==> src/aig_pkg.sv <==
// Types and constants for the audio impairment and gain core
package aig_pkg;

	localparam int SAMPLE_W      = 32;
	localparam int CHANNEL_W     = 3;
	localparam int INDEX_W       = 13;
	localparam int FRAME_W       = 14;
	localparam int MASK_W        = 10;
	localparam int GAIN_W        = 24;
	localparam int CFG_IDX_W     = 2;
	localparam int LFSR_W        = 31;
	localparam int GAIN_FRAC_W   = 16;

	localparam logic [CFG_IDX_W-1:0] CFG_EFFECT_MASK = 2'd0;
	localparam logic [CFG_IDX_W-1:0] CFG_GAIN_ENABLE = 2'd1;
	localparam logic [CFG_IDX_W-1:0] CFG_GAIN_FACTOR = 2'd2;

	localparam logic [GAIN_W-1:0] GAIN_UNITY = 24'd65536;

	// effect bits as seen by the right channel; left uses the next bit up
	localparam int FX_MUTE    = 0;
	localparam int FX_NOISE   = 2;
	localparam int FX_BUZZ    = 4;
	localparam int FX_ATTEN   = 6;
	localparam int FX_AMPLIFY = 8;
	localparam int FX_W       = MASK_W - 1;

	localparam logic [CHANNEL_W-1:0] CHANNEL_LEFT = 3'd0;

	localparam logic signed [SAMPLE_W-1:0] BUZZ_VALUE = -32'sd200000000;
	localparam int BUZZ_RUN = 4;

	localparam logic [LFSR_W-1:0] LFSR_TAPS = 31'h4800_0000;
	localparam logic [LFSR_W-1:0] LFSR_SEED = 31'd1;

	localparam logic signed [SAMPLE_W-1:0] SAMPLE_MAX = 32'sh7fff_ffff;
	localparam logic signed [SAMPLE_W-1:0] SAMPLE_MIN = 32'sh8000_0000;

	typedef struct packed {
		logic [MASK_W-1:0] effect_mask;
		logic              gain_enable;
		logic [GAIN_W-1:0] gain_factor;
	} cfg_t;

	typedef struct packed {
		logic load;
		logic live;
	} stage_ctl_t;

	typedef struct packed {
		logic signed [SAMPLE_W-1:0]  sample;
		logic        [CHANNEL_W-1:0] channel;
		logic                        buzz_hit;
	} front_t;

endpackage

==> src/aig_front.sv <==
// Input register stage with buzz region detection
module aig_front
	import aig_pkg::*;
#(
	parameter int MAX_FRAME_SAMPLES = 8192,
	parameter int BUZZ_PERIOD       = 16
) (
	input  logic                       clk,
	input  logic                       load,
	input  logic signed [SAMPLE_W-1:0] sample_in,
	input  logic [CHANNEL_W-1:0]       channel,
	input  logic [INDEX_W-1:0]         sample_index,
	input  logic [FRAME_W-1:0]         frame_samples,
	output front_t                     stage_s1
);

	localparam int PER_W     = $clog2(BUZZ_PERIOD);
	localparam int SHIFT_I   = INDEX_W + PER_W;
	localparam int SHIFT_F   = FRAME_W + PER_W;
	localparam int PROD_I_W  = INDEX_W + SHIFT_I + 1;
	localparam int PROD_F_W  = FRAME_W + SHIFT_F + 1;
	localparam longint RECIP_I = ((longint'(1) << SHIFT_I) + BUZZ_PERIOD - 1) / BUZZ_PERIOD;
	localparam longint RECIP_F = ((longint'(1) << SHIFT_F) + BUZZ_PERIOD - 1) / BUZZ_PERIOD;
	localparam bit RUN_COVERS_PERIOD = (BUZZ_PERIOD <= BUZZ_RUN);

	logic [FRAME_W-1:0]  frame_c;
	logic [INDEX_W-1:0]  index_back;
	logic [PROD_I_W-1:0] prod_idx;
	logic [PROD_I_W-1:0] prod_back;
	logic [PROD_F_W-1:0] prod_frame;
	logic [INDEX_W-1:0]  blk_idx;
	logic [INDEX_W-1:0]  blk_back;
	logic [FRAME_W-1:0]  blk_frame;
	logic                in_run;
	logic                in_whole;

	always_comb begin
		frame_c = (32'(frame_samples) > MAX_FRAME_SAMPLES) ?
			FRAME_W'(MAX_FRAME_SAMPLES) : frame_samples;
		index_back = sample_index - INDEX_W'(BUZZ_RUN);
		prod_idx   = PROD_I_W'(sample_index) * PROD_I_W'(RECIP_I);
		prod_back  = PROD_I_W'(index_back) * PROD_I_W'(RECIP_I);
		prod_frame = PROD_F_W'(frame_c) * PROD_F_W'(RECIP_F);
		blk_idx    = INDEX_W'(prod_idx >> SHIFT_I);
		blk_back   = INDEX_W'(prod_back >> SHIFT_I);
		blk_frame  = FRAME_W'(prod_frame >> SHIFT_F);
		// within the run when stepping back by the run length leaves the block
		in_run = RUN_COVERS_PERIOD || (32'(sample_index) < BUZZ_RUN) ||
			(blk_back != blk_idx);
		in_whole = FRAME_W'(blk_idx) < blk_frame;
	end

	always_ff @(posedge clk) begin
		if (load) begin
			stage_s1.sample   <= sample_in;
			stage_s1.channel  <= channel;
			stage_s1.buzz_hit <= in_run && in_whole;
		end
	end

endmodule

==> config.mk <==
export PLATFORM = sky130hd
export DESIGN_NAME = aig_front
export DESIGN_NICKNAME = d
export VERILOG_FILES = /design/src/aig_pkg.sv /design/src/aig_front.sv
export SDC_FILE = /design/constraint.sdc
export NUM_CORES = 1
export LEC_CHECK = 0
export BUFFER_PORTS_ARGS = -buffer_cell sky130_fd_sc_hd__buf_2
export CAP_MARGIN = 20
export CORE_ASPECT_RATIO = 1.2
export CORE_UTILIZATION = 35
export DETAILED_ROUTE_END_ITERATION = 16
export GPL_ROUTABILITY_DRIVEN = 0
export GPL_TIMING_DRIVEN = 0
export PLACE_DENSITY = 0.71
export RECOVER_POWER = 100
export SYNTH_ARGS = -nofsm -noshare
export SYNTH_HDL_FRONTEND = slang
export SYNTH_SLANG_ARGS = --single-unit
==> constraint.sdc <==
create_clock -name clk -period 1.5 [get_ports clk]
set_input_delay 0.15 -clock clk [delete_from_list [all_inputs] [get_ports clk]]
set_output_delay 0.15 -clock clk [all_outputs]
set_load 0.1 [all_outputs]
Word-level counts from Yosys, hierarchy flattened
Index checks and enable logic that the tools add are counted.
- output and inout bits: 36
- word-level logic and storage cells: 11
- register bits: 36
- input bits: 64
- order comparisons: 3
- multiplexer cells: 1
- add/subtract/negate cells: 1
- reduce and logical (&&, ||, !) cells: 2
- eq/ne operators: 1
- operators with widths (kind ; number):
    14-bit > comparator, second input constant ; 1
    14-bit two-way mux ; 1
    13-bit by 3-bit less-than comparator with 1-bit output, second input constant ; 1
    13-bit by 3-bit subtractor with 13-bit output, second input constant ; 1
    9-bit by 10-bit less-than comparator with 1-bit output ; 1
    9-bit inequality test ; 1
    1-bit logical AND ; 1
    1-bit logical OR ; 1

Depth between registers and ports, before layout
- depth in word-level cells: 4
- gate-level depth with buffers: 6
- mapped depth without buffers: 6

Worst setup path after synthesis
Ideal clock, no wire load.
- path type: input port to flip-flop
- start point: in frame_samples[13]
- end point: reg stage_s1[0] (netlist name), data pin
- arrival: 1311 ps
- setup slack: -67 ps
- buffers on the path: 0
- stages: 5
- data required time: 1244 ps
- setup time: 256 ps
- cells stage by stage: nand2b_1 -> ha_1 -> nand4b_4 -> or4_1 -> o211a_1
- word-level cells in the longest chain between the ends: 4
- RTL lines (element ; line ; source):
    start: declaration ; aig_front.sv:13 ; input logic [FRAME_W-1:0] frame_samples,
    14-bit > comparator ; aig_front.sv:38 ; frame_c = (32'(frame_samples) > MAX_FRAME_SAMPLES) ?
    14-bit two-way mux * ; aig_front.sv:38 ;
    9-bit by 10-bit less-than comparator with 1-bit output * ; aig_front.sv:50 ; in_whole = FRAME_W'(blk_idx) < blk_frame;
    1-bit logical AND * ; aig_front.sv:57 ; stage_s1.buzz_hit <= in_run && in_whole;
    end: declaration ; aig_front.sv:14 ; output front_t stage_s1
Every way passes the cells marked *; elsewhere a longest branch is shown, timed or not.
A chain may end at the register's enable or synchronous reset.

Worst setup path after layout
Same ends and word-level chain as after synthesis.

==> summary.log <==
[floorplanning] standard cell core area 0.003664 mm²
[worst_setup_path] arrival time of the worst setup path 1.48 ns
[placed_design] number of cells in the design after placement 211
[global_route] largest net degree at the start of global routing 37
[pwr] Internal Power 1.661 mW
[logic_synthesis] post-synthesis average cell area 20.55 µm²
[final_layout] signed area change from the synthesized netlist to the final layout 51.01%
[timing] worst relative slew slack 0.4477
[final_layout] max FFs per register 36
[timing] worst hold margin 0.05252 ns
[logic_synthesis] area of the mapped netlist 0.001356 mm²
[pwr] static leakage 0.9079 nW
[global_route] Global Route Usage Sum 0.1342
[final_layout] area taken by flip-flops and latches 0.001081 mm²
[pwr] Clk pwr share 0.222
[logic_synthesis] share of Yosys cell area claimed by the top area cell type 0.7970
[logic_synthesis] Post-synth top cells sky130_fd_sc_hd__edfxtp_1, sky130_fd_sc_hd__nand2b_1, sky130_fd_sc_hd__ha_1
[pwr] Cell Pwr Density 1291 mW/mm²
[final_layout] Multi-input gate area 360.3 µm²
[pwr] sequential share of power 0.460
[clock_tree] CTS Root Buffer Type sky130_fd_sc_hd__clkbuf_8
[clock_tree] Max Root-Sink Buffers 2
[timing] final-report max-slew violation count 0
[logic_synthesis] Synth Flop Type sky130_fd_sc_hd__edfxtp_1
[worst_setup_path] highest fanout seen on the critical path 10
[clock_tree] post-CTS setup buffer count 0
[global_route] wire length of the first global-routing pass 4153 µm
[clock_tree] CTS clk-pin slew, worst paths 0.06 ns
[floorplanning] die outline area 0.004129 mm²
[global_route] overall overflow remaining after global route 0
[timing] Final setup viols 0
[logic_synthesis] synthesis warning total 0
[clock_tree] clock sinks 36
[worst_setup_path] Worst setup EP type register
[logic_synthesis] number of distinct standard cells referenced by the synthesized netlist 13
[clock_tree] TritonCTS Buffers 5
[detailed_routing] Antenna Nets Post-Route 0
[pwr] proportion of total power due to net switching 0.3720
[placed_design] instance area after placement 0.001972 mm²
[timing] final number of hold-violating endpoints 0
[final_layout] final standard cell count with taps included and fillers excluded 218
[timing] setup repair after global routing missed its margin false
[worst_hold_path] path type of the worst min-delay path input port to register
[pwr] relative contribution of combinational cells to total power 0.318
[logic_synthesis] Post-synth EDFFs 36
[logic_synthesis] nets in the synthesized netlist 138
[global_route] vias in the first global route 920
[logic_synthesis] Yosys reg bits 36
[final_layout] fill cell instance count of the final layout 319
[placed_design] buffers added on ports 93
[clock_tree] # hold bufs at CTS 0
[final_layout] fraction of layout cells with a size suffix above 1 0.6566
[clock_tree] number of gates resized after CTS 0
[worst_hold_path] hold path cells 1
[worst_setup_path] Worst Path Required 1.52 ns
[floorplanning] die boundary height 70.19 µm
[global_route] initial antenna violation count 0
[detailed_routing] first drt pass iteration count 4
[floorplanning] width of the die 58.83 µm
[logic_synthesis] cell types with the largest area share after synthesis sky130_fd_sc_hd__edfxtp_1, sky130_fd_sc_hd__ha_1, sky130_fd_sc_hd__nand2b_1
[detailed_routing] via count of the routed design 961
[timing] shortest clock period the worst path allows after layout 1.460 ns
[timing] maximum achievable frequency 685.1 MHz
[worst_setup_path] crit start category input port
[final_layout] register ranked first by flip-flop count stage_s1
[run] number of max-cap violations 0
[logic_synthesis] most instantiated library cell after synthesis sky130_fd_sc_hd__edfxtp_1
[final_layout] final cell area excluding filler cells 0.002048 mm²
[timing] part of the cycle the worst path needs 0.9731
[detailed_routing] overall routed net length 2697 µm
[worst_setup_path] kind of critical path input port to register
[logic_synthesis] share of the yosys chip area belonging to registers 0.7970
[pwr] Max IR drop VDD 0.0003531 V
[floorplanning] boundary pin count 100
[logic_synthesis] largest area contributor in the netlist sky130_fd_sc_hd__edfxtp_1
[timing] actual transition at the worst max-transition pin 0.8284 ns
[floorplanning] initial cell density of the core 0.3702
[detailed_routing] count of routing violations after the opening detailed-route iteration 35
[floorplanning] row cnt 24
[clock_tree] TritonCTS clock tree built
[status] result of the run complete, no violations
[pwr] Switch Pwr 0.9840 mW
[final_layout] number of nets in the layout 238
[detailed_routing] DRC violation count after routing 0
[logic_synthesis] number of instances in the synthesized netlist 66
[placed_design] post-DP HPWL 2184 µm
[clock_tree] Clock H-tree levels 2
[detailed_routing] post-DR vias/cell 4.408
[detailed_routing] post-detailed-route wirelength per cell 12.37 µm
[final_layout] registers with the most flip-flops stage_s1 x36
[final_layout] number of antenna repair diodes 0
[logic_synthesis] share of synthesized flip-flops with an asynchronous set or reset 0
-- area by class of cell --
cell class,count,share of cell area
timing repair buffer,93,0.2272
sequential,36,0.5278
clock buffer,5,0.03360
clock inverter,2,0.003665
tap,52,0.03177
multi-input combinational,30,0.1759
-- critical path, cell delays in order --
cell	delay, ns
sky130_fd_sc_hd__buf_2	0.15
sky130_fd_sc_hd__nand2b_1	0.19
sky130_fd_sc_hd__ha_4	0.31
sky130_fd_sc_hd__nand2_8	0.04
sky130_fd_sc_hd__or4_1	0.50
sky130_fd_sc_hd__o211a_1	0.13
-- metrics by stage --
step / total power [mW] / util / setup TNS [ns] / setup WS, ns
2_1_floorplan: 1.903 / - / 0 / 0.002403
3_3_place_gp: 2.069 / 0.5383 / -0.2098 / -0.2098
3_5_place_dp: 2.084 / 0.5383 / -0.2401 / -0.2401
4_1_cts: 2.676 / 0.5591 / 0 / 0.04050
5_1_grt: 2.744 / 0.5591 / 0 / 0.02425
6_report: 2.645 / 0.5591 / 0 / 0.04041
-- layout by cell type, fill, tap and decap left out, types with 2 or more instances in the layout --
cell,synthesis,layout
sky130_fd_sc_hd__nor2_1,2,2
sky130_fd_sc_hd__buf_2,0,56
sky130_fd_sc_hd__ha_4,0,5
sky130_fd_sc_hd__clkbuf_8,0,5
sky130_fd_sc_hd__edfxtp_1,36,36
sky130_fd_sc_hd__nand2b_4,0,3
sky130_fd_sc_hd__ha_1,8,3
sky130_fd_sc_hd__clkinv_1,0,2
sky130_fd_sc_hd__nand2b_1,9,6
sky130_fd_sc_hd__clkbuf_2,0,37
sky130_fd_sc_hd__a211oi_1,2,2
sky130_fd_sc_hd__nor3_1,2,2
-- power groups by stage --
stage / registers, mW / clock network (mW) / logic [mW]
after CTS: 1.21 / 0.612 / 0.850
after global routing: 1.22 / 0.648 / 0.872
after detailed placement: 1.23 / 0 / 0.849
after floorplan: 1.81 / 0 / 0.0921
final: 1.22 / 0.588 / 0.842
after global placement: 1.23 / 0 / 0.836
-- per-layer routing --
| metal | wire length (µm) | vias up | track usage | part of all wire |
|---|---|---|---|---|
| li1 | - | 455 | - | - |
| met1 | 989 | 427 | 0.1488 | 0.37 |
| met2 | 1350 | 77 | 0.2336 | 0.50 |
| met3 | 353 | 2 | 0.05556 | 0.13 |
| met4 | 4 | 0 | 0.03175 | 0.0015 |
| met5 | 0 | - | 0 | 0 |
-- cells by family (layout without fill, tap and decap cells) --
logic type                 count (synthesis)  count (layout)  share of synthesized area
buffers and inverters                      0             100                          0
adders and majority gates                  8               8                    0.07380
DFF                                       36              36                     0.7971
AOI/OAI and AO/OA                          5               5                    0.03413
and+or+nand+nor                           17              17                    0.09502
-- path summary, 6_finish.rpt --
| path | endpoint | startpoint |
|---|---|---|
| max | stage_s1[0] | frame_samples[13] |
| min | stage_s1[7] | sample_in[3] |
No activity file was read; power rests on OpenSTA's default activity.
