--- src/aig_pkg.sv ---
// Types and constants for the audio impairment and gain core
package aig_pkg;

	localparam int SAMPLE_W      = 32;
	localparam int CHANNEL_W     = 3;
	localparam int INDEX_W       = 13;
	localparam int FRAME_W       = 14;
	localparam int MASK_W        = 10;
	localparam int GAIN_W        = 24;
	localparam int CFG_IDX_W     = 2;
	localparam int LFSR_W        = 31;
	localparam int GAIN_FRAC_W   = 16;

	localparam logic [CFG_IDX_W-1:0] CFG_EFFECT_MASK = 2'd0;
	localparam logic [CFG_IDX_W-1:0] CFG_GAIN_ENABLE = 2'd1;
	localparam logic [CFG_IDX_W-1:0] CFG_GAIN_FACTOR = 2'd2;

	localparam logic [GAIN_W-1:0] GAIN_UNITY = 24'd65536;

	// effect bits as seen by the right channel; left uses the next bit up
	localparam int FX_MUTE    = 0;
	localparam int FX_NOISE   = 2;
	localparam int FX_BUZZ    = 4;
	localparam int FX_ATTEN   = 6;
	localparam int FX_AMPLIFY = 8;
	localparam int FX_W       = MASK_W - 1;

	localparam logic [CHANNEL_W-1:0] CHANNEL_LEFT = 3'd0;

	localparam logic signed [SAMPLE_W-1:0] BUZZ_VALUE = -32'sd200000000;
	localparam int BUZZ_RUN = 4;

	localparam logic [LFSR_W-1:0] LFSR_TAPS = 31'h4800_0000;
	localparam logic [LFSR_W-1:0] LFSR_SEED = 31'd1;

	localparam logic signed [SAMPLE_W-1:0] SAMPLE_MAX = 32'sh7fff_ffff;
	localparam logic signed [SAMPLE_W-1:0] SAMPLE_MIN = 32'sh8000_0000;

	typedef struct packed {
		logic [MASK_W-1:0] effect_mask;
		logic              gain_enable;
		logic [GAIN_W-1:0] gain_factor;
	} cfg_t;

	typedef struct packed {
		logic load;
		logic live;
	} stage_ctl_t;

	typedef struct packed {
		logic signed [SAMPLE_W-1:0]  sample;
		logic        [CHANNEL_W-1:0] channel;
		logic                        buzz_hit;
	} front_t;

endpackage

--- src/aig_cfg_regs.sv ---
// Configuration registers of the audio impairment and gain core
module aig_cfg_regs
	import aig_pkg::*;
(
	input  logic                 clk,
	input  logic                 arst_n,
	input  logic                 cfg_valid,
	output logic                 cfg_ready,
	input  logic [CFG_IDX_W-1:0] cfg_index,
	input  logic [GAIN_W-1:0]    cfg_data,
	output cfg_t                 cfg
);

	logic [MASK_W-1:0] effect_mask_q;
	logic              gain_enable_q;
	logic [GAIN_W-1:0] gain_factor_q;

	assign cfg_ready = 1'b1;

	always_ff @(posedge clk or negedge arst_n) begin
		if (!arst_n) begin
			effect_mask_q <= '0;
			gain_enable_q <= 1'b0;
			gain_factor_q <= GAIN_UNITY;
		end else if (cfg_valid && cfg_ready) begin
			unique case (cfg_index)
				CFG_EFFECT_MASK: effect_mask_q <= cfg_data[MASK_W-1:0];
				CFG_GAIN_ENABLE: gain_enable_q <= cfg_data[0];
				CFG_GAIN_FACTOR: gain_factor_q <= cfg_data;
				default: ;
			endcase
		end
	end

	assign cfg.effect_mask = effect_mask_q;
	assign cfg.gain_enable = gain_enable_q;
	assign cfg.gain_factor = gain_factor_q;

endmodule

--- config.mk ---
export PLATFORM = sky130hd
export DESIGN_NAME = aig_cfg_regs
export DESIGN_NICKNAME = d
export VERILOG_FILES = /design/src/aig_pkg.sv /design/src/aig_cfg_regs.sv
export SDC_FILE = /design/constraint.sdc
export NUM_CORES = 1
export LEC_CHECK = 0
export BUFFER_PORTS_ARGS = -buffer_cell sky130_fd_sc_hd__buf_4
export CAP_MARGIN = 10
export CORE_UTILIZATION = 35
export CTS_CLUSTER_SIZE = 24
export DETAILED_ROUTE_END_ITERATION = 8
export SYNTH_ARGS = -nofsm -noshare
export SYNTH_HDL_FRONTEND = slang
export SYNTH_SLANG_ARGS = --single-unit
--- constraint.sdc ---
create_clock -name clk -period 0.8 [get_ports clk]
set_input_delay 0.16 -clock clk [delete_from_list [all_inputs] [get_ports clk]]
set_output_delay 0.16 -clock clk [all_outputs]
set_load 0.1 [all_outputs]
; Word-level counts from Yosys, hierarchy flattened
; Cells that the tools add are included.
[totals]
register_bits = 35
latch_bits = 0
mem_bits_rw = 0
mem_bits_ro = 0
in_bits = 29
out_inout_bits = 36
wordCells = 9
memories = 0
[classes]
addsub = 0
n_mul = 0
n_div = 0
order_cmp = 0
n_eq_ne = 2
shifts = 0
n_mux = 0
bitwise_logic = 0
n_reduce_logical = 4
[ops]
columns = cell, n
row1 = $reduce_and A2 Y1, 3
row2 = $eq A2 B1 Y1 const B, 1
row3 = $eq A2 B2 Y1 const B, 1
row4 = $logic_not A2 Y1, 1

; Longest topological paths before layout
; Gate-level depths: netlist (run 1).
[depth]
ltp_word = 2
ltp_mapped = 3
mapped_depth_nobuf = 2

; Least setup slack after synthesis (run 1)
; OpenSTA, ideal clock, no wires.
[synth_path]
kind = register to register
startpoint = register gain_factor_q[0] (netlist name)
endpoint = register gain_factor_q[0]
setup_ns = 0.126
arrival_ns = 1.134
required_time_ns = 0.674
slack_ns = -0.460
stages_incl_launch_ff = 2
path_buffers = 0
period_less_slack_ns = 1.260
cell_sequence = dfrtp_1 -> mux2_2
[synth_rtl]
columns = element, line_no
row1 = "end signal, assigned", aig_cfg_regs.sv:29  ; CFG_GAIN_FACTOR: gain_factor_q <= cfg_data;
row2 = "end, declared", aig_cfg_regs.sv:16  ; logic [GAIN_W-1:0] gain_factor_q;

; Worst setup path after layout (run 1)
[layout_path]
startpoint = register gain_factor_q[16]
endpoint = output port cfg[16] (netlist bit)
[layout_rtl]
columns = element, line_no
row1 = "end, declared", aig_cfg_regs.sv:11  ; output cfg_t cfg
; No word-level cell between the ends.

==> flow_metrics.py, run 1 <==
metrics = {
    "run_status": {
        "outcome": "complete, but fails checks",
        "violations": "negative setup slack",
    },
    "logic_synthesis": {
        "synth-edff-count": 0,
        "synth_top_area_cell": "dfrtp_1",
        "ys_top_cells_by_count": "34 x dfrtp_1, 20 x mux2_4, 15 x mux2_2",
        "yosysTopAreaCellShare_pct": 59.3,
        "synthFlopType": "dfrtp_1",
        "yosys_warnings": 0,
        "synth.most_common_cell": "dfrtp_1",
        "synth.distinct_cells": 10,
        "async_flop_share_pct": 100,
        "syn-cell-area_um2": 1440,
        "synth_nets": 108,
        "ys_ff_latch": 35,
        "seq_area_frac_synth_pct": 61.1,
        "synth_area_leaders": "dfrtp_1 59%, mux2_4 21%, mux2_2 12%",
        "synth_cells": 79,
        "avgSynthCellArea_um2": 18.2,
    },
    "placed_design": {
        "gp_congestion": 0.611,
        "dpl.hpwl_um": 2100,
        "dp_slack_ns": -0.338,
        "port_buffers": 63,
        "dpl.cell_count": 188,
    },
    "global_route": {
        "gr-total-overflow": 0,
        "met1_usage_pct": 20.6,
        "grt_pass1_vias": 1030,
        "grt_busiest_layer": "met2",
        "grt_pass1_wl_um": 5120,
        "track_usage_pct": 16.3,
        "met2_usage_pct": 24.7,
        "grtUsageMet3_pct": 5.52,
        "grt_start_max_net_pins": 36,
        "antenna_found_initial": 0,
    },
    "timing": {
        "fin_ws_ns": -0.446,
        "hold_viol": 0,
        "slew_viol_final": 0,
        "min_period_ns": 1.25,
        "fmax_mhz": 803,
        "tns_ns": -13.33,
        "setup_viol": 70,
        "finalCritPeriodShare_pct": 156,
        "rsz0062_at_grt": "yes",
        "skew_ns": 0,
    },
    "setup_path": {
        "start_kind": "register",
        "critPathLaunch": "gain_factor_q[16]",
        "r2r_start": "gain_factor_q[17]",
        "end_kind": "output port",
        "max_stage_delay_ns": 0.63,
        "worst-setup-path-type": "reg2out",
        "required_ns": 0.64,
        "path_delay_family": "flip-flops",
        "crit_chain": "buf_12",
        "worst-path-max-fanout": 2,
        "critical_path_buf_inv_count": 1,
        "arrival_ns": 1.09,
        "slowest_stage": "dfstp_4",
    },
    "clocking": {
        "cts_tree": "yes",
        "numCtsBuffers": 5,
        "worstSkewPairLatency_ns": 0.28,
        "htreeDepth": 2,
        "clock-sinks": 35,
        "clk_pin_slew_ns": 0.07,
        "cts_buffer_depth": 2,
        "cts_root_buf": "clkbuf_8",
    },
    "detailed_routing": {
        "postRouteAntennaNets": 0,
        "drt_iter0_drc": 28,
        "wl_per_cell_um": 16.0,
        "drt-pass1-iter-count": 2,
        "viasPerCell": 4.60,
        "route.vias.total": 915,
        "wl_um": 3180,
        "drc_errors": 0,
    },
    "power": {
        "ir_drop_mv": 1.80,
        "power_density_nw_per_um2": 3210,
        "total_power_w": 0.00865,
        "cellLeakagePower_nw": 1.23,
    },
    "floorplan": {
        "die_y_um": 66.0,
        "core-area_um2": 3800,
        "fp.dieArea_um2": 4360,
        "num_io_pins": 65,
        "rows": 22,
        "start_util_pct": 37.8,
        "fp.dieW_um": 66.0,
    },
    "cells_and_area": {
        "regArea_um2": 1000,
        "diodes": 0,
        "stdcell_count": 199,
        "nNetsFinal": 180,
        "multiInputGateArea_um2": 546,
        "fillers": 251,
        "drive_above_1_share_pct": 96.0,
        "area_growth_pct": 87.9,
    },
    "worst_hold_path": {
        "hold_path.class": "in2reg",
        "worstHoldStart": "cfg_data[15]",
    },
    "run": {
        "maxCapViolCount": 0,
    },
}
[registers in the layout (all words and copies together), names as in the netlist]
register / cells
gain_enable_q: 1
gain_factor_q: 24
effect_mask_q: 10
[area by class of cell]
class | count | share of cell area (%)
timing repair buffer | 70 | 37.4
tap | 48 | 2.23
clock buffer | 7 | 2.83
sequential | 35 | 37.3
multi-input combinational | 39 | 20.2
[stage by stage]
step	cell area, µm²	hold WS (ns)	utilization (%)
after detailed placement	2110	0.138	55.6
after global placement	2110	0.134	55.6
final	2700	0.103	71.0
after global routing	2700	0.0971	71.0
after floorplan	1580	-0.136	-
after CTS	2650	0.0982	69.7
[layer usage]
layer / wire length [µm] / vias up
met3: 208 / 8
met1: 1290 / 457
met5: 0 / -
li1: - / 411
met4: 56 / 0
met2: 1630 / 39
[cell families after synthesis]
group	Yosys count	synth area share (%)
muxes	35	32.7
DFF	35	61.1
buffers and inverters	5	3.14
and+or+nand+nor	3	2.79
other	1	0.261
[where the power goes]
group	internal, W	switching, W	total (W)
sequential	0.00233	0.000397	0.00273
combinational	0.00186	0.00290	0.00476
clock	0.000598	0.000563	0.00116
total	0.00479	0.00386	0.00865
[cell usage in the layout (no fill, tap or decap)]
cell type / netlist / final
mux2_2: 15 / 8
buf_6: 2 / 5
clkbuf_8: 0 / 5
nor3b_4: 0 / 1
dfrtp_1: 34 / 1
nand3b_1: 1 / 1
buf_4: 3 / 27
conb_1: 1 / 1
buf_12: 0 / 37
clkbuf_1: 0 / 2
dlygate4sd3_1: 0 / 1
nand3b_4: 1 / 1
dfstp_4: 0 / 1
dfrtp_4: 0 / 33
mux2_4: 20 / 27
[final timing paths]
kind	endpoint	slack [ns]	depth (start not counted)
max	cfg[16]	-0.45	1
min	gain_factor_q[15]	0.10	2
max reg2reg	gain_factor_q[17]	-0.19	2
min reg2reg	gain_factor_q[3]	0.59	1
max in group asynchronous	gain_factor_q[16]	0.18	2
min in group asynchronous	effect_mask_q[7]	0.33	2
[timing repair]
item / in CTS / in global routing
buffers inserted: 1 / 1
pin swaps: 0 / 1
hold endpoints to repair: 34 / 0
cloned: 0 / 1
resized for setup: 106 / 10
endpoints found under the setup margin: 68 / 102
hold buffers: 1 / 0
Note: power is estimated with default switching activity, not from simulation.
==> inputs of run 2 (changes only) <==
clock period = 1.5 ns   (was 0.8 ns; I/O delays follow)
==> run 2 against run 1 <==
  * The run now ends clean
  * Flip-flop and latch count stayed put
  * Sequential power is 55% lower
  * Global-route usage is 2.1 points lower
  * Clock skew stayed put
  * Critical path depth stayed put
  * Worst setup slack better by 0.54 ns
  * Count of clock-buffer cells in the layout is 1 lower
  * Utilization is 17 points lower
  * Clock power is 32% lower
  * Via count is 2.7% lower
  * Combinational power is 58% lower
  * Die area stayed put
  * Largest power group unchanged
==> flow_metrics.py, run 2 (synthesis gave the netlist of run 1 again) <==
metrics = {
    "global_route": {
        "grt_start_max_net_pins": 36,
        "gr-total-overflow": 0,
        "track_usage_pct": 14.2,
        "grt_busiest_layer": "met2",
        "antenna_found_initial": 0,
        "met1_usage_pct": 16.8,
        "grt_pass1_vias": 916,
        "grt_pass1_wl_um": 4450,
        "grtUsageMet3_pct": 4.83,
        "met2_usage_pct": 21.8,
    },
    "worst_hold_path": {
        "hold_path.class": "in2reg",
    },
    "detailed_routing": {
        "route.vias.total": 890,
        "wl_per_cell_um": 14.0,
        "drc_errors": 0,
        "postRouteAntennaNets": 0,
        "wl_um": 2730,
        "drt_iter0_drc": 56,
        "drt-pass1-iter-count": 3,
        "viasPerCell": 4.56,
    },
    "setup_path": {
        "critPathLaunch": "gain_factor_q[16]",
        "worst-path-max-fanout": 2,
        "reg2reg_slack_ns": 0.74,
        "worst-setup-path-type": "reg2out",
        "required_ns": 1.20,
        "arrival_ns": 1.10,
        "slowest_stage": "dfstp_2",
        "r2r_end": "effect_mask_q[7]",
        "end_kind": "output port",
        "r2r_start": "effect_mask_q[7]",
        "reg2reg_depth": 1,
        "crit_path_end": "cfg[16]",
        "path_delay_family": "flip-flops",
        "critical_path_buf_inv_count": 1,
        "start_kind": "register",
        "max_stage_delay_ns": 0.54,
        "path_depth": 1,
        "crit_chain": "buf_4",
    },
    "power": {
        "cellLeakagePower_nw": 1.06,
        "ir_drop_mv": 0.867,
        "total_power_w": 0.00403,
        "power_density_nw_per_um2": 1950,
    },
    "cells_and_area": {
        "area_growth_pct": 43.8,
        "nNetsFinal": 176,
        "largest_reg_flops": 24,
        "drive_above_1_share_pct": 74.1,
        "diodes": 0,
        "layout_commonest_cell": "buf_4",
        "largest_register": "gain_factor_q",
        "largest_registers": "gain_factor_q x24, effect_mask_q x10, gain_enable_q x1",
        "layout_common_cells": "64 x buf_4, 34 x dfrtp_1, 20 x mux2_4",
        "design_area_um2": 2060,
    },
    "floorplan": {
        "start_util_pct": 37.8,
        "core-area_um2": 3800,
        "fp.dieArea_um2": 4360,
        "num_io_pins": 65,
        "rows": 22,
        "fp.dieW_um": 66.0,
        "die_y_um": 66.0,
    },
    "run": {
        "maxCapViolCount": 0,
    },
    "clocking": {
        "cts-resized-gates": 0,
        "numCtsBuffers": 5,
        "worstSkewPairLatency_ns": 0.28,
        "cts_root_buf": "clkbuf_8",
        "htreeDepth": 2,
        "cts_tree": "yes",
        "cts_buffer_depth": 2,
        "cts_setup_buffers": 0,
        "clk_pin_slew_ns": 0.07,
        "clock-sinks": 35,
    },
    "timing": {
        "hold_viol": 0,
        "setup_viol": 0,
        "fmax_mhz": 712,
        "slew_viol_final": 0,
        "skew_ns": 0,
        "finalCritPeriodShare_pct": 93.7,
        "tns_ns": 0,
        "rsz0062_at_grt": "no",
        "min_period_ns": 1.40,
    },
    "placed_design": {
        "port_buffers": 63,
        "place_area_um2": 1950,
        "gp_congestion": 0.633,
    },
    "run_status": {
        "outcome": "complete, no violations",
    },
}
[run 2: worst min-delay path by stage]
stage                      start                 to  slack (ns)  cells past startpoint
global route        cfg_data[17]  gain_factor_q[17]        0.24                      2
detailed placement        arst_n   gain_factor_q[5]        0.28                      1
floorplan                 arst_n   effect_mask_q[0]       0.004                      0
CTS                 cfg_data[10]  gain_factor_q[10]        0.24                      2
global placement          arst_n   gain_factor_q[5]        0.28                      1
finish              cfg_data[10]  gain_factor_q[10]        0.24                      2
[run 2: cell type report]
cell class | instances | area, µm²
Clock buffer | 6 | 72.6
Clock inverter | 1 | 30.0
Fill cell | 337 | 1740
Multi-Input combinational cell | 39 | 513
Sequential cell | 35 | 877
Tap cell | 48 | 60.1
Timing Repair Buffer | 66 | 510
[run 2: what timing repair did]
item	CTS	global route
hold buffers	1	0
hold endpoints to repair	34	0
setup endpoints to repair	0	0
[run 2: per-stage QoR]
step                instances  utilization, %  hold WS [ns]  setup WS, ns
floorplan                  79               -       0.00441         0.240
global placement          187            51.4         0.276         0.238
detailed placement        187            51.4         0.281         0.214
CTS                       195            54.3         0.236        0.0870
global route              195            54.3         0.236        0.0632
finish                    195            54.3         0.244        0.0951
[run 2: power by group]
group	total [W]	switching [W]	internal (W)
sequential	0.00123	0.000103	0.00113
combinational	0.00201	0.00153	0.000479
clock	0.000793	0.000306	0.000486
total	0.00403	0.00194	0.00209
[run 2: layer usage]
metal	vias up	wire length [µm]	part of all wire, %
met3	9	172	6.3
li1	407	-	-
met2	32	1350	50
met1	442	1130	41
met4	0	74	2.7
met5	-	0	0
==> inputs of run 3 (changes only) <==
CTS_BUF_LIST = sky130_fd_sc_hd__clkbuf_4 sky130_fd_sc_hd__clkbuf_8 sky130_fd_sc_hd__clkbuf_16   (was unset)
REMOVE_ABC_BUFFERS = 1   (was unset)
==> run 3 against run 2 <==
  * Critical path depth is the same
  * Die area is the same
  * Maximum frequency grew 1.7%
  * Critical endpoint unchanged
  * Utilization grew 0.43 points
  * Clock power shrank 14%
  * Final area grew 0.79%
  * Global-route usage grew 0.31 points
  * Total power shrank 2.6%
  * Largest power group unchanged
  * Count of clock-buffer cells in the layout grew 2
  * Largest cell class unchanged
==> flow_metrics.py, run 3 (synthesis gave the netlist of run 1 again) <==
metrics = {
    "setup_path": {
        "worst-setup-path-type": "reg2out",
        "end_kind": "output port",
        "critical_path_buf_inv_count": 1,
        "critPathLaunch": "gain_factor_q[16]",
        "slowest_stage": "dfstp_2",
        "reg2reg_slack_ns": 0.73,
        "required_ns": 1.20,
        "r2r_start": "gain_factor_q[0]",
        "crit_chain": "buf_4",
        "start_kind": "register",
        "max_stage_delay_ns": 0.53,
        "arrival_ns": 1.08,
        "worst-path-max-fanout": 2,
        "path_delay_family": "flip-flops",
    },
    "cells_and_area": {
        "largest_reg_flops": 24,
        "fin_util_pct": 54.7,
        "area_growth_pct": 44.9,
        "largest_register": "gain_factor_q",
        "largest_registers": "gain_factor_q x24, effect_mask_q x10, gain_enable_q x1",
        "drive_above_1_share_pct": 75.3,
        "nNetsFinal": 178,
        "layout_commonest_cell": "buf_4",
        "diodes": 0,
        "layout_common_cells": "65 x buf_4, 34 x dfrtp_1, 20 x mux2_4",
    },
    "floorplan": {
        "fp.dieArea_um2": 4360,
        "die_y_um": 66.0,
        "core-area_um2": 3800,
        "rows": 22,
        "num_io_pins": 65,
        "start_util_pct": 37.8,
        "fp.dieW_um": 66.0,
    },
    "clocking": {
        "numCtsBuffers": 5,
        "clock-sinks": 35,
        "clk_pin_slew_ns": 0.06,
        "cts-resized-gates": 0,
        "cts_tree": "yes",
        "worstSkewPairLatency_ns": 0.27,
        "cts_buffer_depth": 2,
        "htreeDepth": 2,
        "cts_root_buf": "clkbuf_8",
    },
    "power": {
        "netSwitchingFraction_pct": 49.2,
        "total_power_w": 0.00393,
        "switchingPower_w": 0.00193,
        "power_density_nw_per_um2": 1890,
        "cellLeakagePower_nw": 1.07,
        "ir_drop_mv": 1.10,
        "internal_power_w": 0.00200,
        "power_frac_clock_pct": 17.3,
        "power.share.sequential_pct": 31.3,
        "comb_power_share_pct": 51.5,
    },
    "timing": {
        "hold_viol": 0,
        "setup_viol": 0,
        "timing.hold.ws_ns": 0.255,
        "fmax_mhz": 724,
        "finalCritPeriodShare_pct": 92.1,
        "slew_viol_final": 0,
        "fin_ws_ns": 0.119,
        "min_period_ns": 1.38,
        "skew_ns": 0,
        "tns_ns": 0,
        "rsz0062_at_grt": "no",
    },
    "detailed_routing": {
        "drt-pass1-iter-count": 3,
        "viasPerCell": 4.57,
        "postRouteAntennaNets": 0,
        "drt_iter0_drc": 20,
        "route.vias.total": 904,
        "drc_errors": 0,
        "wl_um": 2770,
        "wl_per_cell_um": 14.0,
    },
    "run": {
        "maxCapViolCount": 0,
    },
    "placed_design": {
        "port_buffers": 63,
        "gp_congestion": 0.635,
        "dp_slack_ns": 0.195,
        "dpl.hpwl_um": 2070,
    },
    "global_route": {
        "grt_start_max_net_pins": 36,
        "antenna_found_initial": 0,
        "grt_pass1_wl_um": 4630,
        "gr-total-overflow": 0,
        "grt_pass1_vias": 955,
        "track_usage_pct": 14.5,
    },
    "worst_hold_path": {
        "worstHoldStart": "cfg_data[20]",
        "hold_path.class": "in2reg",
    },
    "run_status": {
        "outcome": "complete, no violations",
    },
}
run 3: cell count changes in the layout (fill, tap and decap cells not counted):
cell	previous run	this run
bufinv_16	1	0
clkbuf_4	0	3
buf_4	64	65
clkbuf_1	1	0
buf_12	1	2
run 3: worst paths after layout:
path	end	depth (start not counted)
min in group asynchronous	gain_factor_q[21]	2
min	gain_factor_q[20]	2
max	cfg[16]	1
min reg2reg	effect_mask_q[9]	1
max in group asynchronous	gain_factor_q[16]	2
max reg2reg	gain_factor_q[0]	1
run 3: power by group through the flow:
stage,combinational [W],sequential (W),clock (W)
6_report,0.00202,0.00123,0.000679
2_1_floorplan,0.000259,0.00256,0
4_1_cts,0.00203,0.00123,0.000704
5_1_grt,0.00207,0.00125,0.000747
3_3_place_gp,0.00202,0.00124,0
3_5_place_dp,0.00203,0.00124,0
run 3: metrics by stage:
step | instances | area [µm²]
2_1_floorplan | 74 | 1390
3_3_place_gp | 189 | 1980
3_5_place_dp | 189 | 1980
4_1_cts | 198 | 2080
5_1_grt | 198 | 2080
6_report | 198 | 2080
run 3: timing repair:
item,CTS,global route
buffers inserted,0,0
hold buffers,1,0
endpoints found under the hold margin,34,0
setup endpoints to repair,0,0
run 3: layout make-up:
class                   instances  area [µm²]
repair buffers                 68         538
flip-flops and latches         35         877
well taps                      48        60.1
multi-input cells              39         513
fillers                       328        1720
clock buffers                   8        91.3
run 3: metal layers:
metal / GRT usage [%] / wire length (µm) / share of wire (%)
met1: 18.5 / 1210 / 44
met2: 22.6 / 1300 / 47
met5: 0 / 0 / 0
met4: 4.79 / 24 / 0.87
met3: 5.17 / 223 / 8.1
