$ cat src/aig_pkg.sv
// Types and constants for the audio impairment and gain core
package aig_pkg;

	localparam int SAMPLE_W      = 32;
	localparam int CHANNEL_W     = 3;
	localparam int INDEX_W       = 13;
	localparam int FRAME_W       = 14;
	localparam int MASK_W        = 10;
	localparam int GAIN_W        = 24;
	localparam int CFG_IDX_W     = 2;
	localparam int LFSR_W        = 31;
	localparam int GAIN_FRAC_W   = 16;

	localparam logic [CFG_IDX_W-1:0] CFG_EFFECT_MASK = 2'd0;
	localparam logic [CFG_IDX_W-1:0] CFG_GAIN_ENABLE = 2'd1;
	localparam logic [CFG_IDX_W-1:0] CFG_GAIN_FACTOR = 2'd2;

	localparam logic [GAIN_W-1:0] GAIN_UNITY = 24'd65536;

	// effect bits as seen by the right channel; left uses the next bit up
	localparam int FX_MUTE    = 0;
	localparam int FX_NOISE   = 2;
	localparam int FX_BUZZ    = 4;
	localparam int FX_ATTEN   = 6;
	localparam int FX_AMPLIFY = 8;
	localparam int FX_W       = MASK_W - 1;

	localparam logic [CHANNEL_W-1:0] CHANNEL_LEFT = 3'd0;

	localparam logic signed [SAMPLE_W-1:0] BUZZ_VALUE = -32'sd200000000;
	localparam int BUZZ_RUN = 4;

	localparam logic [LFSR_W-1:0] LFSR_TAPS = 31'h4800_0000;
	localparam logic [LFSR_W-1:0] LFSR_SEED = 31'd1;

	localparam logic signed [SAMPLE_W-1:0] SAMPLE_MAX = 32'sh7fff_ffff;
	localparam logic signed [SAMPLE_W-1:0] SAMPLE_MIN = 32'sh8000_0000;

	typedef struct packed {
		logic [MASK_W-1:0] effect_mask;
		logic              gain_enable;
		logic [GAIN_W-1:0] gain_factor;
	} cfg_t;

	typedef struct packed {
		logic load;
		logic live;
	} stage_ctl_t;

	typedef struct packed {
		logic signed [SAMPLE_W-1:0]  sample;
		logic        [CHANNEL_W-1:0] channel;
		logic                        buzz_hit;
	} front_t;

endpackage

$ cat src/aig_effects.sv
// Per-channel impairment stage with the noise generator
module aig_effects
	import aig_pkg::*;
(
	input  logic                       clk,
	input  logic                       arst_n,
	input  stage_ctl_t                 ctl,
	input  logic [MASK_W-1:0]          effect_mask,
	input  front_t                     stage_s1,
	output logic signed [SAMPLE_W-1:0] sample_s2
);

	logic [LFSR_W-1:0]          lfsr_q;
	logic [LFSR_W-1:0]          lfsr_next;
	logic [FX_W-1:0]            fx;
	logic                       lr;
	logic signed [SAMPLE_W-1:0] v_mute;
	logic signed [SAMPLE_W-1:0] v_noise;
	logic signed [SAMPLE_W-1:0] v_buzz;
	logic signed [SAMPLE_W-1:0] v_atten;
	logic signed [SAMPLE_W-1:0] v_amp;

	always_comb begin
		lr = (stage_s1.channel[CHANNEL_W-1:1] == '0);
		fx = (stage_s1.channel == CHANNEL_LEFT) ? effect_mask[MASK_W-1:1] :
			effect_mask[FX_W-1:0];
		if (!lr) begin
			fx = '0;
		end
		lfsr_next = {1'b0, lfsr_q[LFSR_W-1:1]} ^ (lfsr_q[0] ? LFSR_TAPS : '0);

		v_mute  = fx[FX_MUTE] ? '0 : stage_s1.sample;
		v_noise = fx[FX_NOISE] ? signed'({1'b0, lfsr_next}) : v_mute;
		v_buzz  = (fx[FX_BUZZ] && stage_s1.buzz_hit) ? BUZZ_VALUE : v_noise;
		// divide by four toward zero
		v_atten = fx[FX_ATTEN] ?
			((v_buzz + (v_buzz[SAMPLE_W-1] ? 32'sd3 : 32'sd0)) >>> 2) : v_buzz;
		if (!fx[FX_AMPLIFY]) begin
			v_amp = v_atten;
		end else if ((v_atten[SAMPLE_W-1:SAMPLE_W-4] == 4'b0000) ||
			(v_atten[SAMPLE_W-1:SAMPLE_W-4] == 4'b1111)) begin
			v_amp = v_atten <<< 3;
		end else begin
			v_amp = v_atten[SAMPLE_W-1] ? SAMPLE_MIN : SAMPLE_MAX;
		end
	end

	always_ff @(posedge clk or negedge arst_n) begin
		if (!arst_n) begin
			lfsr_q <= LFSR_SEED;
		end else if (ctl.load && ctl.live && fx[FX_NOISE]) begin
			lfsr_q <= lfsr_next;
		end
	end

	always_ff @(posedge clk) begin
		if (ctl.load) begin
			sample_s2 <= v_amp;
		end
	end

endmodule

$ cat config.mk
export PLATFORM = sky130hd
export DESIGN_NAME = aig_effects
export DESIGN_NICKNAME = d
export VERILOG_FILES = /design/src/aig_pkg.sv /design/src/aig_effects.sv
export SDC_FILE = /design/constraint.sdc
export NUM_CORES = 1
export LEC_CHECK = 0
export BUFFER_PORTS_ARGS = -buffer_cell sky130_fd_sc_hd__buf_2
export CAP_MARGIN = 40
export CORE_MARGIN = 8
export CORE_UTILIZATION = 55
export CTS_BUF_LIST = sky130_fd_sc_hd__clkbuf_4 sky130_fd_sc_hd__clkbuf_8
export DETAILED_ROUTE_END_ITERATION = 7
export PLACE_DENSITY = 0.76
export SLEW_MARGIN = 20
export SYNTH_ARGS = -nofsm -noshare
export SYNTH_HDL_FRONTEND = slang
export SYNTH_SLANG_ARGS = --single-unit
$ cat constraint.sdc
create_clock -name clk -period 3 [get_ports clk]
set_input_delay 0.45 -clock clk [delete_from_list [all_inputs] [get_ports clk]]
set_output_delay 0.45 -clock clk [all_outputs]
set_load 0.05 [all_outputs]
* Yosys cells after proc, flatten, opt, wreduce, memory -nomap -nowiden
Index checks and enable logic that the tools add are counted.
W data, S select, Z words.
** Word-level totals
- Register bits :: 63
- Word-level logic and storage cells :: 23
** Operators by class
- Add/sub/neg operators :: 1
- Equal/unequal tests :: 1
- Muxes and demuxes :: 11
- Bitwise operators :: 1
- Reduce and logical (&&, ||, !) cells :: 7
** Operator list (count)
- $mux W32 :: 7
- $add A32 B3 Y32 :: 1
- $mux W31 :: 1
- $xor A30 B31 Y31 :: 1
- $mux W9 :: 2
- $eq A4 B4 Y1 const B :: 1
- $logic_not A4 Y1 :: 1
- $logic_and A1 B1 Y1 :: 3
- $logic_not A3 Y1 :: 1
- $logic_not A2 Y1 :: 1
- $mux W2 :: 1
- $logic_or A1 B1 Y1 :: 1

* Longest topological paths before layout
Gate-level depths: netlist of the first run.
- Depth in word-level cells :: 13
- Mapped depth :: 12

* Least setup slack after synthesis of the first run
Ideal clock, no wire load.
- Kind :: input port to flip-flop
- Start :: in stage_s1[1] (netlist bit)
- End :: reg sample_s2[25], data pin
- Library setup time :: 0.176 ns
- Arrival time :: 3.022 ns
- Data required time :: 2.824 ns
- Setup slack :: -0.198 ns
- Stages on the path :: 12
- Path through :: buf_6 > mux2_4 > a211oi_2 > buf_4 > a32o_2 > nand3_2 > or4_1 > buf_2 > a32oi_2 > a2bb2oi_4 > buf_6 > o311ai_2
** On the way
- Cells in the longest elaborated chain, start to end :: 13
- Elaborated cells between the ends (all ways) :: 16
- Those cells by class :: add/sub: 1; eq/ne: 1; mux: 10; reduce/logical: 4
** RTL lines
- start: declaration :: RTL line aig_effects.sv:9 : input front_t stage_s1,
- $logic_not A3 Y1 * :: RTL line aig_effects.sv:25 : fx = (stage_s1.channel == CHANNEL_LEFT) ? effect_mask[MASK_W-1:1] :
- $mux W9 * :: RTL line aig_effects.sv:25
- $mux W9 * :: RTL line aig_effects.sv:27 : if (!lr) begin
- $mux W32 :: RTL line aig_effects.sv:32 : v_mute = fx[FX_MUTE] ? '0 : stage_s1.sample;
- $mux W32 :: RTL line aig_effects.sv:33 : v_noise = fx[FX_NOISE] ? signed'({1'b0, lfsr_next}) : v_mute;
- $mux W32 :: RTL line aig_effects.sv:34 : v_buzz = (fx[FX_BUZZ] && stage_s1.buzz_hit) ? BUZZ_VALUE : v_noise;
- $mux W2 :: RTL line aig_effects.sv:37 : ((v_buzz + (v_buzz[SAMPLE_W-1] ? 32'sd3 : 32'sd0)) >>> 2) : v_buzz;
- $add A32 B3 Y32 :: RTL line aig_effects.sv:37
- $mux W32 :: RTL line aig_effects.sv:36 : v_atten = fx[FX_ATTEN] ?
- $eq A4 B4 Y1 / $logic_not A4 Y1 (equally long branches) :: RTL line aig_effects.sv:41, aig_effects.sv:40
- $logic_or A1 B1 Y1 :: RTL line aig_effects.sv:40 : end else if ((v_atten[SAMPLE_W-1:SAMPLE_W-4] == 4'b0000) ||
- $mux W32 :: RTL line aig_effects.sv:40
- $mux W32 * :: RTL line aig_effects.sv:38 : if (!fx[FX_AMPLIFY]) begin
- net v_amp[25] :: RTL line aig_effects.sv:21 : logic signed [SAMPLE_W-1:0] v_amp;
- end signal: assignment :: RTL line aig_effects.sv:58 : sample_s2 <= v_amp;
- end: declaration :: RTL line aig_effects.sv:10 : output logic signed [SAMPLE_W-1:0] sample_s2
The timed path passes the listed nets; every way through them passes the cells marked *.
A chain may end at the register's enable or synchronous reset.

* Worst setup path after layout of the first run
- Start :: in stage_s1[1] (netlist bit)
- End :: reg sample_s2[10], data pin
Same word-level chain as after synthesis.

==> results by group, run 1 <==
Run status
  • Outcome: finished with violations
  • Failing checks: negative setup slack

Timing
  • Worst slew pin tran: 661 ps
  • Slew Viols, Final: 0
  • Max Freq: 331 MHz
  • Final Setup Violations: 1
  • Relative slew margins: 0.560
  • Minimum clock period after layout: 3030 ps
  • Clock Skew: 11.5 ps
  • Worst setup margin: -25.6 ps
  • Final period utilization: 1.01
  • Fin. Hold Viols: 0

Die
  • Initial Utilization: 0.561
  • Die span in x: 107 um
  • Core area: 0.00809 mm^2
  • FP Rows: 33
  • Die Y: roughly 110 um
  • Die area: ~0.011 mm^2
  • I/O pin total: 82

Power
  • Power Density: 420 mW/mm^2
  • Combinational fraction of design power: 0.320
  • Pwr Total: 2.56 mW
  • Leak: 2.65 nW
  • P_int: 1.69 mW
  • Seq pwr share: 0.386
  • Switching pwr: 865 uW
  • Switch share: 0.338
  • Worst vdd ir: 0.247 mV
  • Clock network power share: 0.295

Placed design
  • Port bufs: 81
  • Detailed Place HPWL: 10.9 mm
  • RD Place Congestion: slightly below 1
  • Dpl cells: around 720
  • Place WS: -282 ps

Logic synthesis
  • Yosys cell types: 74
  • Mapped Nets: 516
  • Syn Std Cell Area: roughly 0.0045 mm^2
  • #FFs+latches synth: 63
  • Syn Area/Cell: 9.74 um^2
  • Yosys warning total: 0
  • Synth Flop Type: edfxtp_1
  • Post-synth ARST share: 0.492
  • Number of synthesized flops with an enable pin: 32
  • Gate Count Post-Synth: roughly 470
  • Area contributors post-synth: edfxtp_1 (21%), dfrtp_1 (17%), mux2_2 (8.2%)
  • Largest area contributor in the netlist: edfxtp_1
  • Seq/Total Area, Yosys: 0.383
  • Share of the synthesized area in the top cell type: 0.212

Route
  • Antenna-violating nets left: 0
  • TritonRoute pass-1 iters: 5
  • Total wire length: around 14 mm
  • Initial drt markers: 381
  • Vias/cell: 6.39
  • Post-route DRC: 0
  • Routed WL per cell: 19.5 um
  • Via count: between 4,000 and 5,000

Flow run
  • # Max-Cap Violations: 0

Setup path
  • Arr. time, crit path: 3160 ps
  • Max incr delay on CP: 590 ps
  • Critical path type: in2reg
  • Worst-path cell chain: clkbuf_4 > mux2_4 > o21ai_4 > buf_4 > a32o_1 > nand4_1 > or4_4 > a32oi_4 > a2bb2oi_4 > clkbuf_16 > o311ai_1
  • Worst EP required: 3140 ps
  • Worst setup EP type: flip-flop
  • Bufs and invs on worst path: 3
  • Worst setup SP type: input pin
  • Crit-path max FO: 7
  • CP max-delay cell: or4_4
  • Crit path max-delay family: compound AO/OA/AOI/OAI gates

Clock network
  • Clk buf depth: 2
  • H-tree levels: 3
  • Clock Pin Slew Worst Setup and Hold Paths: 80 ps
  • Root Driver: clkbuf_8
  • CTS Buf Count: 9
  • CTS sink cnt: 63
  • Worst skew pair latency: ~360 ps
  • CTS Hold Bufs: 0
  • CTS tree: built

Cells and area
  • Nets: 678
  • Most common cell after layout, fill and taps aside: buf_4
  • Area Overhead vs Synth: 34.3%
  • Commonest non-fill, non-tap cells in the layout: buf_4 (101), buf_2 (80), nand2_1 (57)
  • Post-Layout Cell Count: 738
  • Inserted Diodes: 0
  • Final Core Density: 0.753
  • Layout cells sized above 1: 0.442

Global routing
  • Grt met2 use: 0.382
  • Final global-route overflow total: 0
  • Initial antenna violation count: 0
  • Most used routing layer: met2
  • Tot GR Track Use: 0.241
  • Global-route wire length before repair: 22.1 mm
  • Met3 Use GR: 0.0528
  • Largest net degree at the start of global routing: 33
  • Vias in the first global route: 4,459
  • Met1 GRT Util: 0.307

Worst hold path
  • Hold Crit Class: in2async
## power groups by stage
| stage | combinational (mW) | sequential (mW) | clock (mW) |
|---|---|---|---|
| after detailed placement | 0.781 | 1.01 | 0 |
| final | 0.818 | 0.987 | 0.754 |
| after floorplan | 0.311 | 1.20 | 0 |
| after global placement | 0.770 | 1.00 | 0 |
| after global routing | 0.866 | 0.992 | 0.784 |
| after CTS | 0.785 | 0.988 | 0.751 |
## sequential cells by signal, summed over array words and instances (netlist names)
name	count
sample_s2	32
lfsr_q	31
## worst register-to-register path: cells and delay by family (launching register included)
family | cells | cell delay [ps]
AOI/OAI and AO/OA | 5 | 1450
and+or+nand+nor | 2 | 220
DFF | 1 | 580
xor gates and xnor gates | 1 | 210
buffers and inverters | 1 | 180
## metal layers
metal  routed length, um  vias up
li1                    -     2193
met1                6130     2245
met2                6770      239
met3                1090       39
met4                 427        0
met5                   0        -
## final cells by class
| type | count | area [um^2] |
|---|---|---|
| Clock buffer | 12 | 153 |
| Clock inverter | 4 | 45.0 |
| Timing Repair Buffer | 189 | 1280 |
| Sequential cell | 63 | 1740 |
| Tap cell | 105 | 131 |
| Inverter | 1 | 3.75 |
| Fill cell | 588 | 2000 |
| Multi-Input combinational cell | 364 | 2740 |
## synth_stat cells (4+ instances only)
| library cell | count |
|---|---|
| nand2b_1 | 4 |
| o31ai_1 | 7 |
| nand2_1 | 58 |
| a21oi_1 | 20 |
| o221ai_1 | 11 |
| and3_1 | 8 |
| o22ai_1 | 4 |
| xnor2_1 | 4 |
| mux2i_1 | 7 |
| nor2_1 | 18 |
| a32o_1 | 6 |
| edfxtp_1 | 32 |
| dfrtp_1 | 30 |
| a32oi_1 | 9 |
| a22oi_1 | 4 |
| a31oi_1 | 4 |
| buf_1 | 4 |
| and2_1 | 8 |
| nand3_1 | 16 |
| buf_2 | 10 |
| nor3_1 | 13 |
| mux2_2 | 33 |
| a221oi_1 | 6 |
| o211ai_1 | 9 |
| clkbuf_1 | 21 |
| o31a_1 | 5 |
| o21ai_0 | 20 |
| nand4_1 | 6 |
| o311ai_1 | 8 |
| nor4_1 | 6 |
| a221o_1 | 5 |
## cells by family (layout without fill, tap and decap cells)
logic type	count (synthesis)	count (layout)	share of synthesized area
AO/OA/AOI/OAI	154	154	0.270
AND/OR/NAND/NOR	161	161	0.189
buffers and inverters	39	206	0.0392
XOR/XNOR	6	6	0.0116
flip-flops	63	63	0.383
multiplexers	43	43	0.107
## final timing paths
| check | from | endpoint | slack (ps) | cells past startpoint |
|---|---|---|---|---|
| max | stage_s1[1] | sample_s2[10] | -30 | 11 |
| min | arst_n | lfsr_q[22] | 120 | 1 |
| max reg2reg | lfsr_q[0] | sample_s2[10] | 120 | 9 |
| min reg2reg | lfsr_q[28] | lfsr_q[28] | 530 | 1 |
| max in group asynchronous | arst_n | lfsr_q[17] | 2450 | 1 |
| min in group clk | lfsr_q[28] | lfsr_q[28] | 530 | 1 |
## repair_timing
item / 4_1_cts / 5_1_grt
setup buffers: 0 / 1
setup endpoints to repair: 0 / 26
resized for setup: 0 / 14
## metrics by stage
stage / hold slack [ps] / setup TNS [ps] / area [um^2]
6_report: 123 / -25.6 / 6100
3_3_place_gp: 506 / -4890 / 5780
5_1_grt: 168 / -503 / 6100
2_1_floorplan: 154 / -3420 / 4610
4_1_cts: 147 / 0 / 5980
3_5_place_dp: 519 / -6570 / 5780
(Power assumes the default switching activity.)
==> run 2, diff against run 1 <==
--- a/config.mk
+++ b/config.mk
@@ -5,13 +5,14 @@
 export SDC_FILE = /design/constraint.sdc
 export NUM_CORES = 1
 export LEC_CHECK = 0
+export ABC_AREA = 1
 export BUFFER_PORTS_ARGS = -buffer_cell sky130_fd_sc_hd__buf_2
 export CAP_MARGIN = 40
 export CORE_MARGIN = 8
 export CORE_UTILIZATION = 55
 export CTS_BUF_LIST = sky130_fd_sc_hd__clkbuf_4 sky130_fd_sc_hd__clkbuf_8
 export DETAILED_ROUTE_END_ITERATION = 7
-export PLACE_DENSITY = 0.76
+export PLACE_DENSITY = 0.75
 export SLEW_MARGIN = 20
 export SYNTH_ARGS = -nofsm -noshare
 export SYNTH_HDL_FRONTEND = slang
==> run 2 against run 1 <==
The flow now finishes without violations. Fmax increased by 11%. Sequential share of layout area fell by 2.3 points. First-iteration DRC count up 25%. Clock skew is 6.5 ps lower. Critical path type unchanged. Critical endpoint is now sample_s2[20]. Largest cell class unchanged. Highest routed layer unchanged.
==> results by group, run 2 <==
Timing
  • Fin. Hold Viols: 0 (unchanged)
  • Clock Skew: 4.99 ps (-6.51 ps)
  • Final period utilization: 0.905 (-0.103)
  • Worst setup margin: 284 ps (+309 ps)
  • Final Setup Violations: 0 (-1)
  • Slew Viols, Final: 0 (unchanged)
  • Max Freq: 368 MHz (+11%)
  • Worst hold slack: 119 ps (-3.82 ps)
  • Relative slew margins: 0.569 (+0.00971)
  • Minimum clock period after layout: 2720 ps (-309 ps)
  • RSZ-0062 raised after global routing: no
  • Worst slew pin tran: 646 ps (-14.6 ps)

Logic synthesis
  • Yosys warning total: 0 (unchanged)
  • Yosys cell types: 35 (-53%)
  • Number of synthesized flops with an enable pin: 32 (unchanged)
  • Mapped Nets: 899 (+74%)
  • Post-synth ARST share: 0.492 (unchanged)
  • #FFs+latches synth: 63 (unchanged)
  • Share of the synthesized area in the top cell type: 0.216 (+0.00390)
  • Post-synth top cells: nand2_1 (305), nor2_1 (119), nand3_1 (95)
  • Cell with the most instances after synthesis: nand2_1
  • Area contributors post-synth: nand2_1 (22%), edfxtp_1 (18%), dfrtp_1 (14%)
  • Gate Count Post-Synth: 849 (+82%)
  • Seq/Total Area, Yosys: 0.327 (-0.0556)
  • Syn Std Cell Area: 0.00531 mm^2 (+17%)
  • Synth Flop Type: edfxtp_1
  • Largest area contributor in the netlist: nand2_1
  • Syn Area/Cell: 6.25 um^2 (-36%)

Route
  • Total wire length: 16.5 mm (+14%)
  • Routed WL per cell: 14.5 um (-26%)
  • Vias/cell: 5.23 (-18%)
  • Post-route DRC: 0 (unchanged)
  • Initial drt markers: 478 (+25%)
  • TritonRoute pass-1 iters: 5 (unchanged)
  • Antenna-violating nets left: 0 (unchanged)
  • Via count: 5,918 (+25%)

Power
  • P_int: 1.85 mW (+9.2%)
  • Leak: 3.30 nW (+25%)
  • Switch share: 0.380 (+0.0414)
  • Switching pwr: 1.13 mW (+31%)
  • Seq pwr share: 0.389 (+0.003)
  • Clock network power share: 0.235 (-0.060)
  • Power Density: 449 mW/mm^2 (+7.1%)
  • Pwr Total: 2.98 mW (+17%)
  • Combinational fraction of design power: 0.376 (+0.056)
  • Worst vdd ir: 0.341 mV (+38%)

Cells and area
  • Final Core Density: 0.695 (-0.0587)
  • Most common cell after layout, fill and taps aside: nand2_1
  • Top reg by flops: sample_s2
  • Area Overhead vs Synth: 24.9%
  • Largest register FFs: 32 (unchanged)
  • Commonest non-fill, non-tap cells in the layout: nand2_1 (305), nor2_1 (115), nand3_1 (95)
  • Nets: 1,043 (+54%)
  • Layout cells sized above 1: 0.245 (-0.197)
  • Top Registers: sample_s2 (32), lfsr_q (31)
  • Inserted Diodes: 0 (unchanged)
  • Cell area after layout: 0.00663 mm^2 (+8.8%)

Die
  • FP Rows: 36 (+9.1%)
  • I/O pin total: 82 (unchanged)
  • Die span in x: 114 um (+6.9%)
  • Die area: 0.0131 mm^2 (+14%)
  • Die Y: 114 um (+6.9%)
  • Core area: 0.00955 mm^2 (+18%)
  • Initial Utilization: 0.556 (-0.00481)

Clock network
  • Clock Pin Slew Worst Setup and Hold Paths: 60 ps (-20 ps)
  • CTS tree: built
  • Root Driver: clkbuf_8
  • Number of buffers added for setup after CTS: 0 (unchanged)
  • Worst skew pair latency: 350 ps (about the same)
  • Clk buf depth: 2 (unchanged)
  • H-tree levels: 3 (unchanged)
  • CTS Buf Count: 9 (unchanged)
  • CTS sink cnt: 63 (unchanged)

Placed design
  • Placed Area: 0.00644 mm^2 (+11%)
  • Place WS: -69.4 ps (+213 ps)
  • Detailed Place HPWL: 13.5 mm (+24%)
  • RD Place Congestion: 1.00 (+1.2%)
  • Port bufs: 81 (unchanged)

Global routing
  • Vias in the first global route: 5,686 (+28%)
  • Global-route wire length before repair: 27.0 mm (+22%)
  • Initial antenna violation count: 0 (unchanged)
  • Largest net degree at the start of global routing: 44 (+33%)
  • Final global-route overflow total: 0 (unchanged)
  • Tot GR Track Use: 0.259 (+0.0181)

Setup path
  • Crit-path max FO: 29 (+22)
  • Critical path type: in2reg
  • R2r endpoint: sample_s2[20]
  • Worst EP required: 3110 ps (-30 ps)
  • Worst setup EP type: flip-flop
  • Reg2reg setup slack: 410 ps (+290 ps)
  • Arr. time, crit path: 2820 ps (-340 ps)
  • Worst setup SP type: input pin
  • Worst r2r path cells: 15 (+6)
  • Worst R2R Start: lfsr_q[0]

Run status
  • Outcome: complete, no violations

Worst hold path
  • Hold Crit Class: in2async

Flow run
  • # Max-Cap Violations: 0 (unchanged)
run 2: power by group through the flow:
stage	Combinational, mW	Clock, mW	Sequential [mW]
after floorplan	0.560	0	1.33
final	1.12	0.700	1.16
after detailed placement	1.11	0	1.18
after global routing	1.24	0.746	1.18
after global placement	1.08	0	1.17
after CTS	1.11	0.713	1.16
run 2: area by class of cell:
class	count	area, um^2
clock buffer	10	131
clock inverter	6	51.3
fill	862	2920
inverter	60	225
multi-input combinational	684	3110
sequential	63	1740
tap	133	166
timing repair buffer	175	1210
run 2: logic make-up (layout without fill, tap and decap cells):
kind of cell,after synthesis,count (layout),synth area share
AOI/OAI and AO/OA,114,114,0.123
buffers and inverters,102,251,0.0896
DFF,63,63,0.327
xor gates and xnor gates,6,6,0.00990
and+or+nand+nor,564,564,0.450
run 2: worst max-delay path by stage:
| stage | from | end | slack (ps) | cells after the start |
|---|---|---|---|---|
| after floorplan | stage_s1[3] | sample_s2[21] | 370 | 17 |
| after global placement | stage_s1[1] | sample_s2[20] | -3 | 19 |
| after detailed placement | stage_s1[1] | sample_s2[6] | -70 | 19 |
| after CTS | stage_s1[1] | sample_s2[6] | 300 | 19 |
| after global routing | stage_s1[1] | sample_s2[17] | 20 | 19 |
| final | stage_s1[1] | sample_s2[20] | 280 | 20 |
run 2: timing repair:
action | 4_1_cts | 5_1_grt
setup endpoints to repair | 0 | 18
hold endpoints to repair | 0 | 0
hold buffers | 0 | 0
gates resized for setup | 0 | 3
run 2: routing by layer:
metal | vias to the layer above | wire (um) | GRT usage | part of all wire
met5 | - | 0 | 0 | 0
met4 | 0 | 416 | 0.0923 | 0.025
met1 | 2703 | 7550 | 0.337 | 0.46
li1 | 3020 | - | - | -
met2 | 168 | 7690 | 0.426 | 0.47
met3 | 27 | 794 | 0.0406 | 0.048
run 2: per-stage QoR:
stage,cells,setup TNS [ps]
CTS,1131,0
global placement,1115,-7.89
global route,1131,0
finish,1131,0
floorplan,849,0
detailed placement,1115,-1470
run 2: critical path: stages:
cell and delay [ps]:
buf_2 140, inv_2 130, nand2_1 90, nand3_2 150, buf_12 170, nand2_1 80
a21oi_2 210, buf_4 140, nand2_1 60, nor2_1 120, nand2_1 60, nor2_1 120
nand2_1 110, nand3_2 80, nand2_1 80, nor2_2 100, nand3_2 110, buf_12 190
a21oi_1 150, nand2_1 70
